$ cat config.mk
export PLATFORM = sky130hd
export DESIGN_NAME = first_free_slot_allocator_with_expiry_core_flat
export DESIGN_NICKNAME = d
export VERILOG_FILES = /design/src/rtl/ffsa_pkg.sv /design/src/rtl/ffsa_if.sv /design/src/rtl/first_free_slot_allocator_with_expiry_core.sv /design/src/rtl/ffsa_ram.sv /design/src/rtl/ffsa_cmp.sv /design/src/flat_wrapper.sv
export VERILOG_INCLUDE_DIRS = /design/src /design/src/rtl
export SDC_FILE = /design/constraint.sdc
export NUM_CORES = 1
export LEC_CHECK = 0
export BUFFER_PORTS_ARGS = -buffer_cell sky130_fd_sc_hd__buf_2
export CAP_MARGIN = 5
export CORE_ASPECT_RATIO = 1.4
export CORE_UTILIZATION = 55
export CTS_BUF_LIST = sky130_fd_sc_hd__clkbuf_16
export DETAILED_ROUTE_END_ITERATION = 10
export GPL_TIMING_DRIVEN = 1
export HOLD_SLACK_MARGIN = 0.12
export PLACE_DENSITY = 0.81
export SLEW_MARGIN = 30
export SYNTH_ARGS = -nofsm -noshare
export SYNTH_HDL_FRONTEND = slang
export SYNTH_SLANG_ARGS = --single-unit
export TNS_END_PERCENT = 20
$ cat constraint.sdc
create_clock -name clk -period 7.15 [get_ports clk]
set_clock_uncertainty 0.1 [all_clocks]
set_input_delay 1.0725 -clock clk [delete_from_list [all_inputs] [get_ports clk]]
set_output_delay 1.0725 -clock clk [all_outputs]
set_load 0.1 [all_outputs]
$ cat src/rtl/first_free_slot_allocator_with_expiry_core_defines.svh
// Assertion helpers used by the allocator core.
`ifndef FIRST_FREE_SLOT_ALLOCATOR_WITH_EXPIRY_CORE_DEFINES_SVH
`define FIRST_FREE_SLOT_ALLOCATOR_WITH_EXPIRY_CORE_DEFINES_SVH

// same-cycle implication, sampled on clk, quiet in reset
`define FFSA_ASSERT_IMP(label, ante, cons, msg) \
  label: assert property (@(posedge clk) disable iff (!rst_n) (ante) |-> (cons)) \
    else $error(msg);

// next-cycle implication
`define FFSA_ASSERT_NXT(label, ante, cons, msg) \
  label: assert property (@(posedge clk) disable iff (!rst_n) (ante) |=> (cons)) \
    else $error(msg);

`endif

$ cat src/rtl/ffsa_pkg.sv
`default_nettype none
package ffsa_pkg;

  localparam int unsigned TIME_FIELD_W = 16;
  localparam int unsigned SLOT_NUM_W   = 5;
  localparam int unsigned CFG_W        = 5;
  localparam int unsigned CFG_DATA_W   = 32;
  localparam int unsigned CFG_ADDR_W   = 3;

  // register index, taken from paddr[2]
  localparam logic REG_SLOTS_IN_USE = 1'b0;
  localparam logic [CFG_W-1:0] SLOTS_IN_USE_RST = 5'd16;

  typedef enum logic [2:0] {
    ST_IDLE   = 3'b001,
    ST_SWEEP  = 3'b010,
    ST_FINISH = 3'b100
  } state_t;

  // verdict of the slot compare unit
  typedef struct packed {
    logic expire;
    logic free;
  } cmp_res_t;

endpackage
`default_nettype wire

$ cat src/rtl/ffsa_if.sv
`default_nettype none
interface ffsa_in_if;
  logic                                 valid;
  logic                                 ready;
  logic [ffsa_pkg::TIME_FIELD_W-1:0]    start_time;
  logic [ffsa_pkg::TIME_FIELD_W-1:0]    end_time;
  modport source (output valid, start_time, end_time, input ready);
  modport sink   (input valid, start_time, end_time, output ready);
endinterface

interface ffsa_out_if;
  logic                                 valid;
  logic                                 ready;
  logic                                 granted;
  logic [ffsa_pkg::SLOT_NUM_W-1:0]      slot_number;
  modport source (output valid, granted, slot_number, input ready);
  modport sink   (input valid, granted, slot_number, output ready);
endinterface
`default_nettype wire

$ cat src/rtl/first_free_slot_allocator_with_expiry_core.sv
// Channel  | Dir | Handshake          | Payload
// ---------+-----+--------------------+---------------------------------------
// in_ch    | in  | valid/ready        | start_time[15:0], end_time[15:0]
// out_ch   | out | valid/ready        | granted, slot_number[4:0]
// cfg_*    | in  | APB, pready tied 1 | reg 0 @ 0x0: slots_in_use[4:0]
//
// A request is accepted, then swept over the end-time RAM (one read port, one
// slot per cycle, registered read data) and then committed in the grant state,
// which waits while the output register holds a result that is not taken.
// in_ch.ready is high only while the sequencer is idle; a held result in the
// output register does not block the next accept, only the next grant.
// Reset (rst_n, synchronous) frees every slot and sets slots_in_use to 16.
`default_nettype none
`include "first_free_slot_allocator_with_expiry_core_defines.svh"
module first_free_slot_allocator_with_expiry_core #(
  parameter int unsigned SLOTS     = 16,
  parameter int unsigned TIME_BITS = 16
) (
  input  wire logic                                clk,
  input  wire logic                                rst_n,
  ffsa_in_if.sink                                  in_ch,
  ffsa_out_if.source                               out_ch,
  input  wire logic                                cfg_psel,
  input  wire logic                                cfg_penable,
  input  wire logic                                cfg_pwrite,
  input  wire logic [ffsa_pkg::CFG_ADDR_W-1:0]     cfg_paddr,
  input  wire logic [ffsa_pkg::CFG_DATA_W-1:0]     cfg_pwdata,
  output logic      [ffsa_pkg::CFG_DATA_W-1:0]     cfg_prdata,
  output logic                                     cfg_pready
);

  localparam int unsigned IDX_W = (SLOTS > 1) ? $clog2(SLOTS) : 1;
  localparam int unsigned CNT_W = $clog2(SLOTS + 1);
  localparam int unsigned LIM_W = (IDX_W + 1 > ffsa_pkg::CFG_W) ? IDX_W + 1
                                                                : ffsa_pkg::CFG_W;
  localparam int unsigned EXT_W = TIME_BITS + ffsa_pkg::TIME_FIELD_W;

  // ---------------- config register ----------------
  logic [ffsa_pkg::CFG_W-1:0] slots_in_use_r;
  logic                       cfg_wr;

  assign cfg_pready = 1'b1;
  assign cfg_wr     = cfg_psel && cfg_penable && cfg_pwrite && cfg_pready;

  always_ff @(posedge clk) begin
    if (!rst_n) begin
      slots_in_use_r <= ffsa_pkg::SLOTS_IN_USE_RST;
    end else if (cfg_wr && (cfg_paddr[2] == ffsa_pkg::REG_SLOTS_IN_USE)) begin
      slots_in_use_r <= cfg_pwdata[ffsa_pkg::CFG_W-1:0];
    end
  end

  always_comb begin
    cfg_prdata = '0;
    if (cfg_paddr[2] == ffsa_pkg::REG_SLOTS_IN_USE) begin
      cfg_prdata = ffsa_pkg::CFG_DATA_W'(slots_in_use_r);
    end
  end

  // ---------------- request times ----------------
  // Times are kept at TIME_BITS; bits above that are dropped, missing ones zero.
  logic [EXT_W-1:0]     start_ext, end_ext;
  logic [TIME_BITS-1:0] start_r, finish_r;

  assign start_ext = EXT_W'(in_ch.start_time);
  assign end_ext   = EXT_W'(in_ch.end_time);

  // ---------------- sequencer ----------------
  ffsa_pkg::state_t state_r, state_nxt;
  logic [CNT_W-1:0] cnt_r, cnt_nxt;      // next slot to read
  logic             chk_vld_r;           // RAM data for chk_idx_r is out
  logic [IDX_W-1:0] chk_idx_r;
  logic             found_r, found_nxt;  // a free slot within the limit seen
  logic [IDX_W-1:0] pick_r, pick_nxt;
  logic [SLOTS-1:0] busy_r, busy_nxt;
  logic             in_acc, issue, load;

  logic                  out_vld_r, out_grant_r;
  logic [ffsa_pkg::SLOT_NUM_W-1:0] out_num_r;
  logic [LIM_W-1:0]      num_sum;

  logic [TIME_BITS-1:0]  ram_rdata;
  ffsa_pkg::cmp_res_t    cmp_res;

  assign in_ch.ready = (state_r == ffsa_pkg::ST_IDLE);
  assign in_acc      = in_ch.valid && in_ch.ready;
  // issue a read every sweep cycle until the counter passes the last slot
  assign issue       = (state_r == ffsa_pkg::ST_SWEEP) && (cnt_r != CNT_W'(SLOTS));
  // grant cycle: commit only when the output register has room
  assign load        = (state_r == ffsa_pkg::ST_FINISH) && (!out_vld_r || out_ch.ready);

  ffsa_ram #(
    .WIDTH (TIME_BITS),
    .DEPTH (SLOTS)
  ) u_end_ram (
    .clk   (clk),
    .we    (load && found_r),
    .waddr (pick_r),
    .wdata (finish_r),
    .raddr (cnt_r[IDX_W-1:0]),
    .rdata (ram_rdata)
  );

  // the one compare unit, walked across the pool
  ffsa_cmp #(
    .TIME_BITS (TIME_BITS),
    .LIM_W     (LIM_W)
  ) u_cmp (
    .busy       (busy_r[chk_idx_r]),
    .end_time   (ram_rdata),
    .start_time (start_r),
    .idx        (LIM_W'(chk_idx_r)),
    .limit      (LIM_W'(slots_in_use_r)),
    .res        (cmp_res)
  );

  always_comb begin
    state_nxt = state_r;
    cnt_nxt   = cnt_r;
    found_nxt = found_r;
    pick_nxt  = pick_r;
    busy_nxt  = busy_r;

    // expiry and first-free pick for the slot whose end time just came out
    if (chk_vld_r) begin
      if (cmp_res.expire) begin
        busy_nxt[chk_idx_r] = 1'b0;
      end
      if (cmp_res.free && !found_r) begin
        found_nxt = 1'b1;
        pick_nxt  = chk_idx_r;
      end
    end

    case (state_r)
      ffsa_pkg::ST_IDLE: begin
        if (in_acc) begin
          state_nxt = ffsa_pkg::ST_SWEEP;
          cnt_nxt   = '0;
          found_nxt = 1'b0;
        end
      end
      ffsa_pkg::ST_SWEEP: begin
        if (issue) begin
          cnt_nxt = cnt_r + CNT_W'(1);
        end else begin
          // last slot is checked this cycle
          state_nxt = ffsa_pkg::ST_FINISH;
        end
      end
      ffsa_pkg::ST_FINISH: begin
        if (load) begin
          state_nxt = ffsa_pkg::ST_IDLE;
          if (found_r) begin
            busy_nxt[pick_r] = 1'b1;
          end
        end
      end
      default: begin
        state_nxt = ffsa_pkg::ST_IDLE;
      end
    endcase
  end

  always_ff @(posedge clk) begin
    if (!rst_n) begin
      state_r   <= ffsa_pkg::ST_IDLE;
      cnt_r     <= '0;
      chk_vld_r <= 1'b0;
      found_r   <= 1'b0;
      busy_r    <= '0;
    end else begin
      state_r   <= state_nxt;
      cnt_r     <= cnt_nxt;
      chk_vld_r <= issue;
      found_r   <= found_nxt;
      busy_r    <= busy_nxt;
    end
  end

  always_ff @(posedge clk) begin
    pick_r    <= pick_nxt;
    chk_idx_r <= cnt_r[IDX_W-1:0];
    if (in_acc) begin
      start_r  <= start_ext[TIME_BITS-1:0];
      finish_r <= end_ext[TIME_BITS-1:0];
    end
  end

  // ---------------- result register ----------------
  assign num_sum = LIM_W'(pick_r) + LIM_W'(1);

  always_ff @(posedge clk) begin
    if (!rst_n) begin
      out_vld_r <= 1'b0;
    end else if (load) begin
      out_vld_r <= 1'b1;
    end else if (out_ch.ready) begin
      out_vld_r <= 1'b0;
    end
  end

  always_ff @(posedge clk) begin
    if (load) begin
      out_grant_r <= found_r;
      out_num_r   <= found_r ? num_sum[ffsa_pkg::SLOT_NUM_W-1:0] : '0;
    end
  end

  assign out_ch.valid       = out_vld_r;
  assign out_ch.granted     = out_grant_r;
  assign out_ch.slot_number = out_num_r;

  // ---------------- checks ----------------
  `FFSA_ASSERT_IMP(a_chk_in_sweep, chk_vld_r, state_r == ffsa_pkg::ST_SWEEP, "check outside sweep")
  `FFSA_ASSERT_NXT(a_grant_marks_busy, load && found_r, busy_r[$past(pick_r)], "granted slot not busy")
  `FFSA_ASSERT_NXT(a_accept_starts_sweep, in_acc, state_r == ffsa_pkg::ST_SWEEP && cnt_r == '0, "sweep did not start")
  `FFSA_ASSERT_IMP(a_fail_zero_num, out_vld_r && !out_grant_r, out_num_r == '0, "failed result carries a number")
  `FFSA_ASSERT_IMP(a_pick_in_limit, (state_r == ffsa_pkg::ST_FINISH) && found_r, LIM_W'(pick_r) < LIM_W'(slots_in_use_r), "pick beyond slot limit")

endmodule
`default_nettype wire

$ cat src/rtl/ffsa_ram.sv
`default_nettype none
module ffsa_ram #(
  parameter int unsigned WIDTH = 16,
  parameter int unsigned DEPTH = 16
) (
  input  wire logic                                  clk,
  input  wire logic                                  we,
  input  wire logic [(DEPTH > 1 ? $clog2(DEPTH) : 1)-1:0] waddr,
  input  wire logic [WIDTH-1:0]                      wdata,
  input  wire logic [(DEPTH > 1 ? $clog2(DEPTH) : 1)-1:0] raddr,
  output logic      [WIDTH-1:0]                      rdata
);

  logic [WIDTH-1:0] mem [DEPTH];
  logic [WIDTH-1:0] rdata_r;

  always_ff @(posedge clk) begin
    if (we) begin
      mem[waddr] <= wdata;
    end
    rdata_r <= mem[raddr];
  end

  assign rdata = rdata_r;

endmodule
`default_nettype wire

$ cat src/rtl/ffsa_cmp.sv
`default_nettype none
// One slot per use: expiry test on the stored end time, then the free test
// against the slot limit.
module ffsa_cmp #(
  parameter int unsigned TIME_BITS = 16,
  parameter int unsigned LIM_W     = 5
) (
  input  wire logic                 busy,
  input  wire logic [TIME_BITS-1:0] end_time,
  input  wire logic [TIME_BITS-1:0] start_time,
  input  wire logic [LIM_W-1:0]     idx,
  input  wire logic [LIM_W-1:0]     limit,
  output ffsa_pkg::cmp_res_t        res
);

  always_comb begin
    res.expire = busy && (end_time <= start_time);
    res.free   = (!busy || res.expire) && (idx < limit);
  end

endmodule
`default_nettype wire
$ cat src/flat_wrapper.sv
// flat-port wrapper written by rule: the top's interface ports become plain ports
module first_free_slot_allocator_with_expiry_core_flat 
#(
  parameter int unsigned SLOTS     = 16,
  parameter int unsigned TIME_BITS = 16
)
  (clk, rst_n, cfg_psel, cfg_penable, cfg_pwrite, cfg_paddr, cfg_pwdata, cfg_prdata, cfg_pready, in_ch_valid, in_ch_start_time, in_ch_end_time, in_ch_ready, out_ch_valid, out_ch_granted, out_ch_slot_number, out_ch_ready);
  ffsa_in_if in_ch_i ();
  ffsa_out_if out_ch_i ();
  input  wire logic clk;
  input  wire logic rst_n;
  input  wire logic cfg_psel;
  input  wire logic cfg_penable;
  input  wire logic cfg_pwrite;
  input  wire logic [ffsa_pkg::CFG_ADDR_W-1:0] cfg_paddr;
  input  wire logic [ffsa_pkg::CFG_DATA_W-1:0] cfg_pwdata;
  output logic      [ffsa_pkg::CFG_DATA_W-1:0] cfg_prdata;
  output logic cfg_pready;
  input wire logic [$bits(in_ch_i.valid)-1:0] in_ch_valid;
  input wire logic [$bits(in_ch_i.start_time)-1:0] in_ch_start_time;
  input wire logic [$bits(in_ch_i.end_time)-1:0] in_ch_end_time;
  output wire logic [$bits(in_ch_i.ready)-1:0] in_ch_ready;
  output wire logic [$bits(out_ch_i.valid)-1:0] out_ch_valid;
  output wire logic [$bits(out_ch_i.granted)-1:0] out_ch_granted;
  output wire logic [$bits(out_ch_i.slot_number)-1:0] out_ch_slot_number;
  input wire logic [$bits(out_ch_i.ready)-1:0] out_ch_ready;
  assign in_ch_i.valid = in_ch_valid;
  assign in_ch_i.start_time = in_ch_start_time;
  assign in_ch_i.end_time = in_ch_end_time;
  assign in_ch_ready = in_ch_i.ready;
  assign out_ch_valid = out_ch_i.valid;
  assign out_ch_granted = out_ch_i.granted;
  assign out_ch_slot_number = out_ch_i.slot_number;
  assign out_ch_i.ready = out_ch_ready;
  first_free_slot_allocator_with_expiry_core #(.SLOTS(SLOTS), .TIME_BITS(TIME_BITS)) u_core (.clk(clk), .rst_n(rst_n), .in_ch(in_ch_i), .out_ch(out_ch_i), .cfg_psel(cfg_psel), .cfg_penable(cfg_penable), .cfg_pwrite(cfg_pwrite), .cfg_paddr(cfg_paddr), .cfg_pwdata(cfg_pwdata), .cfg_prdata(cfg_prdata), .cfg_pready(cfg_pready));
endmodule
# Yosys cells after proc, flatten, opt, wreduce, memory -nomap -nowiden
# Memory sizes are Yosys's and may differ from the RTL's. A register that Yosys moved wholly into a read port is not among the register bits.
# Cells that the tools add are included.
[word_totals]
ramBits = 256
reg_bits = 78
memories = 1
latch_bits = 0
rom_bits = 0
elab_cells = 83
in_bits = 74
out_inout_bits = 41
[memory_table]
columns = ["memory", "words", "word_bits", "rd", "rd_ports_with_merged_regs", "write_ports", "line_no", "rtl"]
rows = [
  ["u_core.u_end_ram.mem", 16, 16, 1, 1, 1, "ffsa_ram.sv:14", "logic [WIDTH-1:0] mem [DEPTH];"],
]
[classes]
shifts = 0
n_mul = 0
eq_ne = 8
mux = 27
order_cmp = 6
n_reduce_logical = 22
addsub = 2
bitwise = 4
div = 0
[ops]
columns = ["cell", "n"]
rows = [
  ["16-bit two-way mux", 5],
  ["16-bit bitwise AND", 1],
  ["16-bit less-or-equal comparator", 1],
  ["16-bit inverter", 1],
  ["16-bit bitwise OR", 1],
  ["5-bit two-way mux", 3],
  ["1-bit logical AND", 12],
  ["1-bit two-way mux", 11],
  ["4-bit by 5-bit < comparator with 1-bit output (second input constant)", 2],
  ["5-bit case mux with 2 select lines", 1],
  ["3-bit two-way mux", 3],
  ["3-bit case mux with 3 select lines", 1],
  ["1-bit demux with 4-bit select", 2],
  ["4-bit by 1-bit greater-or-equal comparator with 1-bit output (second input constant)", 2],
  ["3-bit AND reduction", 2],
  ["4-bit by 1-bit adder with 5-bit output (second input constant)", 1],
  ["5-bit by 1-bit adder with 5-bit output (second input constant)", 1],
  ["4-bit by 5-bit < comparator with 1-bit output", 1],
  ["5-bit inequality test (second input constant)", 1],
  ["1-bit binary-select mux with 4-bit select", 1],
  ["2-bit by 1-bit inequality test with 1-bit output (second input constant)", 2],
  ["2-bit inequality test (second input constant)", 2],
  ["2-bit nonzero test", 2],
  ["3-bit by 1-bit equality test with 1-bit output (second input constant)", 1],
  ["6 further kinds", 9],
]

# Longest topological paths before layout
[logic_depth]
depth_word = 12
mapped_depth = 11
mapped_depth_nobuf = 8

# Modules after synthesis
# From an unflattened synthesis, not the netlist that was laid out.
[hier_totals]
hier_cells = 766
area_unflattened_um2 = 13827.0
[modules_own_cells]
columns = ["module", "cells_each", "area_per_inst_um2", "n_inst"]
rows = [
  ["ffsa_ram", 432, 10043.4, 1],
  ["first_free_slot_allocator_with_expiry_core", 263, 3256.9, 1],
  ["ffsa_cmp", 71, 526.8, 1],
]

# Worst setup path before layout
# No wires, ideal clock.
[synth_path]
path_type = "reg-to-reg"
start = "register u_core.state_r[0]"
end = "register u_core.cnt_r[4]"
t_arrival_ns = 4.442
path_stages_with_launch = 8
setup_time_ns = 0.117
path_slack_ns = 2.491
period_less_slack_ns = 4.659
path_buffers = 1
required_ns = 6.933
path_cell_list = "dfxtp_1 > nor3b_1 > and2_1 > or2_2 > clkbuf_1 > nand4_1 > xor2_1 > nor2_1"
[synth_via]
elab_chain_len = 4
[synth_rtl]
columns = ["item", "line_no", "rtl"]
rows = [
  ["from (decl)", "first_free_slot_allocator_with_expiry_core.sv:69", "ffsa_pkg::state_t state_r, state_nxt;"],
  ["from (signal assigned)", "first_free_slot_allocator_with_expiry_core.sv:167", "state_r <= ffsa_pkg::ST_IDLE;"],
  ["from (signal assigned)", "first_free_slot_allocator_with_expiry_core.sv:173", "state_r <= state_nxt;"],
  ["3-bit by 1-bit equality test with 1-bit output", "first_free_slot_allocator_with_expiry_core.sv:85", "assign in_ch.ready = (state_r == ffsa_pkg::ST_IDLE);"],
  ["via in_ch_ready", "flat_wrapper.sv:22", "output wire logic [$bits(in_ch_i.ready)-1:0] in_ch_ready;"],
  ["1-bit logical AND", "first_free_slot_allocator_with_expiry_core.sv:86", "assign in_acc = in_ch.valid && in_ch.ready;"],
  ["via u_core.in_acc", "first_free_slot_allocator_with_expiry_core.sv:76", "logic in_acc, issue, load;"],
  ["2-bit inequality test (no line)", "-", ""],
  ["3-bit AND reduction (no line)", "-", ""],
  ["to (signal assigned)", "first_free_slot_allocator_with_expiry_core.sv:174", "cnt_r <= cnt_nxt;"],
  ["to (decl)", "first_free_slot_allocator_with_expiry_core.sv:70", "logic [CNT_W-1:0] cnt_r, cnt_nxt;"],
]
# The timed path passes the listed nets, and every way through them passes these cells.
# A chain may end at the register's enable or synchronous reset.

# Worst setup path after layout
[layout_path]
start = "register u_core.state_r[0]"
end = "output in_ch_ready"
[layout_via]
elab_chain_len = 1
[layout_rtl]
columns = ["item", "line_no"]
rows = [
  ["3-bit by 1-bit equality test with 1-bit output", "first_free_slot_allocator_with_expiry_core.sv:85"],
  ["to (decl)", "flat_wrapper.sv:22"],
]
# No other way between the ends.

==> impl_metrics.ini <==
[logic_synthesis]
syn_inst = 705
portion_of_the_post_synthesis_area_used_by_sequential_elements_pct = 72.63
netlist_area_um2 = 13750
syn_avg_cell_area_um2 = 19.51
async_flop_share_pct = 0
number_of_enable_type_register_cells_in_the_synthesized_netlist = 298
ys.warnings.count = 0
yosys_most_used_dff = sky130_fd_sc_hd__edfxtp_1
synth.ff_latch_count = 350
synth.distinct_cells = 51

[floorplanning]
ios = 115
num_rows = 68
die_height_um = 189.1
die_w_um = 135.7
initial_utilization_pct = 55.94
dieArea_um2 = 25650
design.core.area_um2 = 24590

[min_path]
worst_min_path_class = flip-flop to flip-flop

[clock_tree]
clockRootBuffer = sky130_fd_sc_hd__clkbuf_16
post_cts_buffers = 0
clk_path_buf_depth = 3
clock_pin_slew_worst_setup_and_hold_paths_ns = 0.07
clock_insertion_delay_worst_skew_ns = 0.56
cts_inserted_buffers = 30
tritoncts = yes
cts_sinks = 350
postCtsResizedCells = 0
cts_hold_buffers = 0
ctsHtreeMaxLevel = 1

[global_route]
number_of_antenna_violations_at_the_first_check_in_global_routing = 0
maximum_number_of_pins_on_one_net_before_global_route_repair = 69
grt_util_all_layers_pct = 22.91
grt_pass1_vias = 7260
globalRouteOverflowTotal = 0
wire_length_of_the_first_global_routing_pass_mm = 42.27

[detailed_routing]
route.vias.total = 6899
via_per_inst = 6.149
route.detailed.wl_per_inst_um = 25.04
ant_nets = 0
drt_wl_total_mm = 28.10
detail_route.drc_violations = 0
detail_route.first_pass.iterations = 5
initialDrtViolationCount = 690

[timing]
hold_ws_ns = 0.4177
period_share_pct = 41.86
worst-slew-pin-transition_ns = 0.9819
setup-tns-final_ns = 0
clock.fmax_mhz = 334.1
hold_viol = 0
period_minus_slack_ns = 2.993
relSlewSlack_pct = 34.54
finalMaxSlewViolations = 0
rsz0062_at_grt = false
setup_viol_count_final = 0

[placement]
place_congestion = 0.8750
hpwl_mm = 15.89
dpl-instance-area_um2 = 14360
place.port_buffers = 57

[layout]
proportion_of_layout_cells_with_a_drive_suffix_above_1_pct = 30.36
design_area_um2 = 15480
multi_input_gate_area_in_the_final_layout_um2 = 3442
flow.area_growth_from_synthesis_pct = 12.54
design.final.nets = 882
final_core_utilization_pct = 62.95
seq_area_um2 = 9995
filler_instances = 1639
antenna-diode-count = 0

[setup_path]
critPathArrivalTime_ns = 1.82
gate_family_responsible_for_the_most_delay_along_the_worst_path = buffers and inverters
cpMaxStageDelayCell = sky130_fd_sc_hd__buf_2
crit_path_end_kind = output port
crit_chain = nor3b_1, buf_2
worst-path-max-fanout = 5
required_ns = 5.98
timing_worst_setup_path_type = flip-flop to output port
critPathLaunchType = flip-flop
critical_path.n_buffers_inverters = 1
critPathMaxStageDelay_ns = 0.50

[power]
seq_power_share_pct = 53.7
power.leakage_nw = 5.158
pwr-share-clk_pct = 42.8
comb_power_share_pct = 3.5
power_density_nw_per_um2 = 273.0
p_int_mw = 3.354
finalPower_mw = 4.226
vdd_ir_drop_max_uv = 175.5
power_switching_mw = 0.8725
switching_share_pct = 20.64

[flow_run]
max_cap_violations = 0

[outcome]
run_status = completed
-- state kept, by name, indices dropped and copies added (netlist names) --
register and count:
u_core.busy_r 16, u_core.u_end_ram.mem 256, u_core.u_end_ram.rdata 16, u_core.out_ch.valid 1
u_core.chk_vld_r 1, u_core.found_r 1, u_core.state_r 3, u_core.out_ch.granted 1
u_core.chk_idx_r 4, u_core.start_r 16, u_core.pick_r 4, u_core.finish_r 16
u_core.slots_in_use_r 5, u_core.cnt_r 5, u_core.out_ch.slot_number 5
-- power by group through the flow --
stage,logic (mW),clock network (mW),registers (mW)
2_1_floorplan,0.133,0,2.30
3_3_place_gp,0.145,0,2.31
3_5_place_dp,0.149,0,2.31
4_1_cts,0.150,1.83,2.27
5_1_grt,0.158,1.91,2.27
6_report,0.149,1.81,2.27
-- synth_stat cells (2+ instances only) --
cell type / n / area, um2
sky130_fd_sc_hd__nand3_1: 4 / 20.02
sky130_fd_sc_hd__and4_1: 4 / 35.03
sky130_fd_sc_hd__nand3b_1: 2 / 15.01
sky130_fd_sc_hd__buf_2: 7 / 35.03
sky130_fd_sc_hd__nor3b_1: 3 / 22.52
sky130_fd_sc_hd__nand2_1: 11 / 41.29
sky130_fd_sc_hd__nor2b_1: 10 / 62.56
sky130_fd_sc_hd__conb_1: 2 / 7.510
sky130_fd_sc_hd__nand2b_1: 7 / 43.79
sky130_fd_sc_hd__edfxtp_1: 298 / 8949
sky130_fd_sc_hd__ha_1: 25 / 312.8
sky130_fd_sc_hd__xor2_1: 4 / 35.03
sky130_fd_sc_hd__and2_1: 4 / 25.02
sky130_fd_sc_hd__clkbuf_1: 18 / 67.56
sky130_fd_sc_hd__o221a_2: 16 / 180.2
sky130_fd_sc_hd__mux4_2: 84 / 1892
sky130_fd_sc_hd__or3_1: 6 / 37.54
sky130_fd_sc_hd__o21ai_2: 2 / 17.52
sky130_fd_sc_hd__nor3_2: 4 / 40.04
sky130_fd_sc_hd__nor2_1: 26 / 97.59
sky130_fd_sc_hd__o21ai_0: 4 / 20.02
sky130_fd_sc_hd__inv_1: 25 / 93.84
sky130_fd_sc_hd__mux2_2: 2 / 22.52
sky130_fd_sc_hd__or4_1: 5 / 37.54
sky130_fd_sc_hd__nor3_1: 2 / 10.01
sky130_fd_sc_hd__or3b_1: 3 / 26.28
sky130_fd_sc_hd__nand4_1: 3 / 18.77
sky130_fd_sc_hd__dfxtp_1: 52 / 1041
sky130_fd_sc_hd__mux2i_1: 8 / 80.08
sky130_fd_sc_hd__buf_1: 3 / 11.26
sky130_fd_sc_hd__a21oi_1: 10 / 50.05
sky130_fd_sc_hd__nand3_2: 4 / 40.04
sky130_fd_sc_hd__buf_4: 28 / 210.2
sky130_fd_sc_hd__a21o_1: 2 / 15.01
-- through the flow --
stage,std cells,setup slack [ns]
finish,1122,4.157
global route,1122,4.077
CTS,1122,4.144
detailed placement,1066,3.693
global placement,1066,3.815
floorplan,731,2.491
-- kinds of logic (layout without fill, tap and decap cells) --
kind of cell / count (synthesis) / in the layout / synth area share, %
flops: 350 / 350 / 72.63
other cells: 2 / 28 / 0.05460
buf+inv: 82 / 158 / 3.075
compound gates: 40 / 40 / 2.383
fa+ha+maj: 25 / 25 / 2.274
xor+xnor: 5 / 5 / 0.3184
mux: 94 / 94 / 14.50
simple gates: 107 / 107 / 4.767
-- layout by cell type, fill, tap and decap left out, types with 5 or more instances in the layout --
cell and count:
sky130_fd_sc_hd__buf_4 19, sky130_fd_sc_hd__mux2i_1 8, sky130_fd_sc_hd__nand2_1 11, sky130_fd_sc_hd__inv_1 27, sky130_fd_sc_hd__conb_1 28, sky130_fd_sc_hd__bufinv_16 8
sky130_fd_sc_hd__nor2_1 26, sky130_fd_sc_hd__clkinv_2 5, sky130_fd_sc_hd__or3_1 6, sky130_fd_sc_hd__a21oi_1 10, sky130_fd_sc_hd__edfxtp_1 298, sky130_fd_sc_hd__mux4_2 84
sky130_fd_sc_hd__buf_2 57, sky130_fd_sc_hd__o221a_2 16, sky130_fd_sc_hd__clkbuf_16 31, sky130_fd_sc_hd__dfxtp_1 50, sky130_fd_sc_hd__ha_1 25, sky130_fd_sc_hd__nor2b_1 10
sky130_fd_sc_hd__or4_1 5, sky130_fd_sc_hd__nand2b_1 7
-- layout make-up --
| type | instances | area share [%] |
|---|---|---|
| well taps | 315 | 2.546 |
| multi-input cells | 299 | 22.24 |
| flip-flops and latches | 350 | 64.57 |
| repair buffers | 77 | 2.837 |
| clock buffers | 31 | 5.012 |
| clock inverters | 25 | 2.191 |
| inverters | 25 | 0.6063 |
-- worst paths after layout --
check | startpoint | endpoint | slack, ns | cells after the start
worst min register to register | u_core.state_r[0]$_SDFFE_PN1P_ | u_core.state_r[2]$_SDFFE_PN0P_ | 0.42 | 1
worst max-delay path | u_core.state_r[0]$_SDFFE_PN1P_ | in_ch_ready | 4.16 | 2
worst min-delay path | u_core.state_r[0]$_SDFFE_PN1P_ | u_core.state_r[2]$_SDFFE_PN0P_ | 0.42 | 1
worst max register to register | u_core.state_r[2]$_SDFFE_PN0P_ | u_core.u_end_ram.mem[0][10]$_DFFE_PP_ | 4.22 | 5
-- per-layer routing --
layer	share of wire (%)	track usage, %
met1	37	28.58
met2	52	38.27
met3	7.3	3.989
met5	0	0
met4	4.1	11.84
No activity file was read; power rests on OpenSTA's default activity.
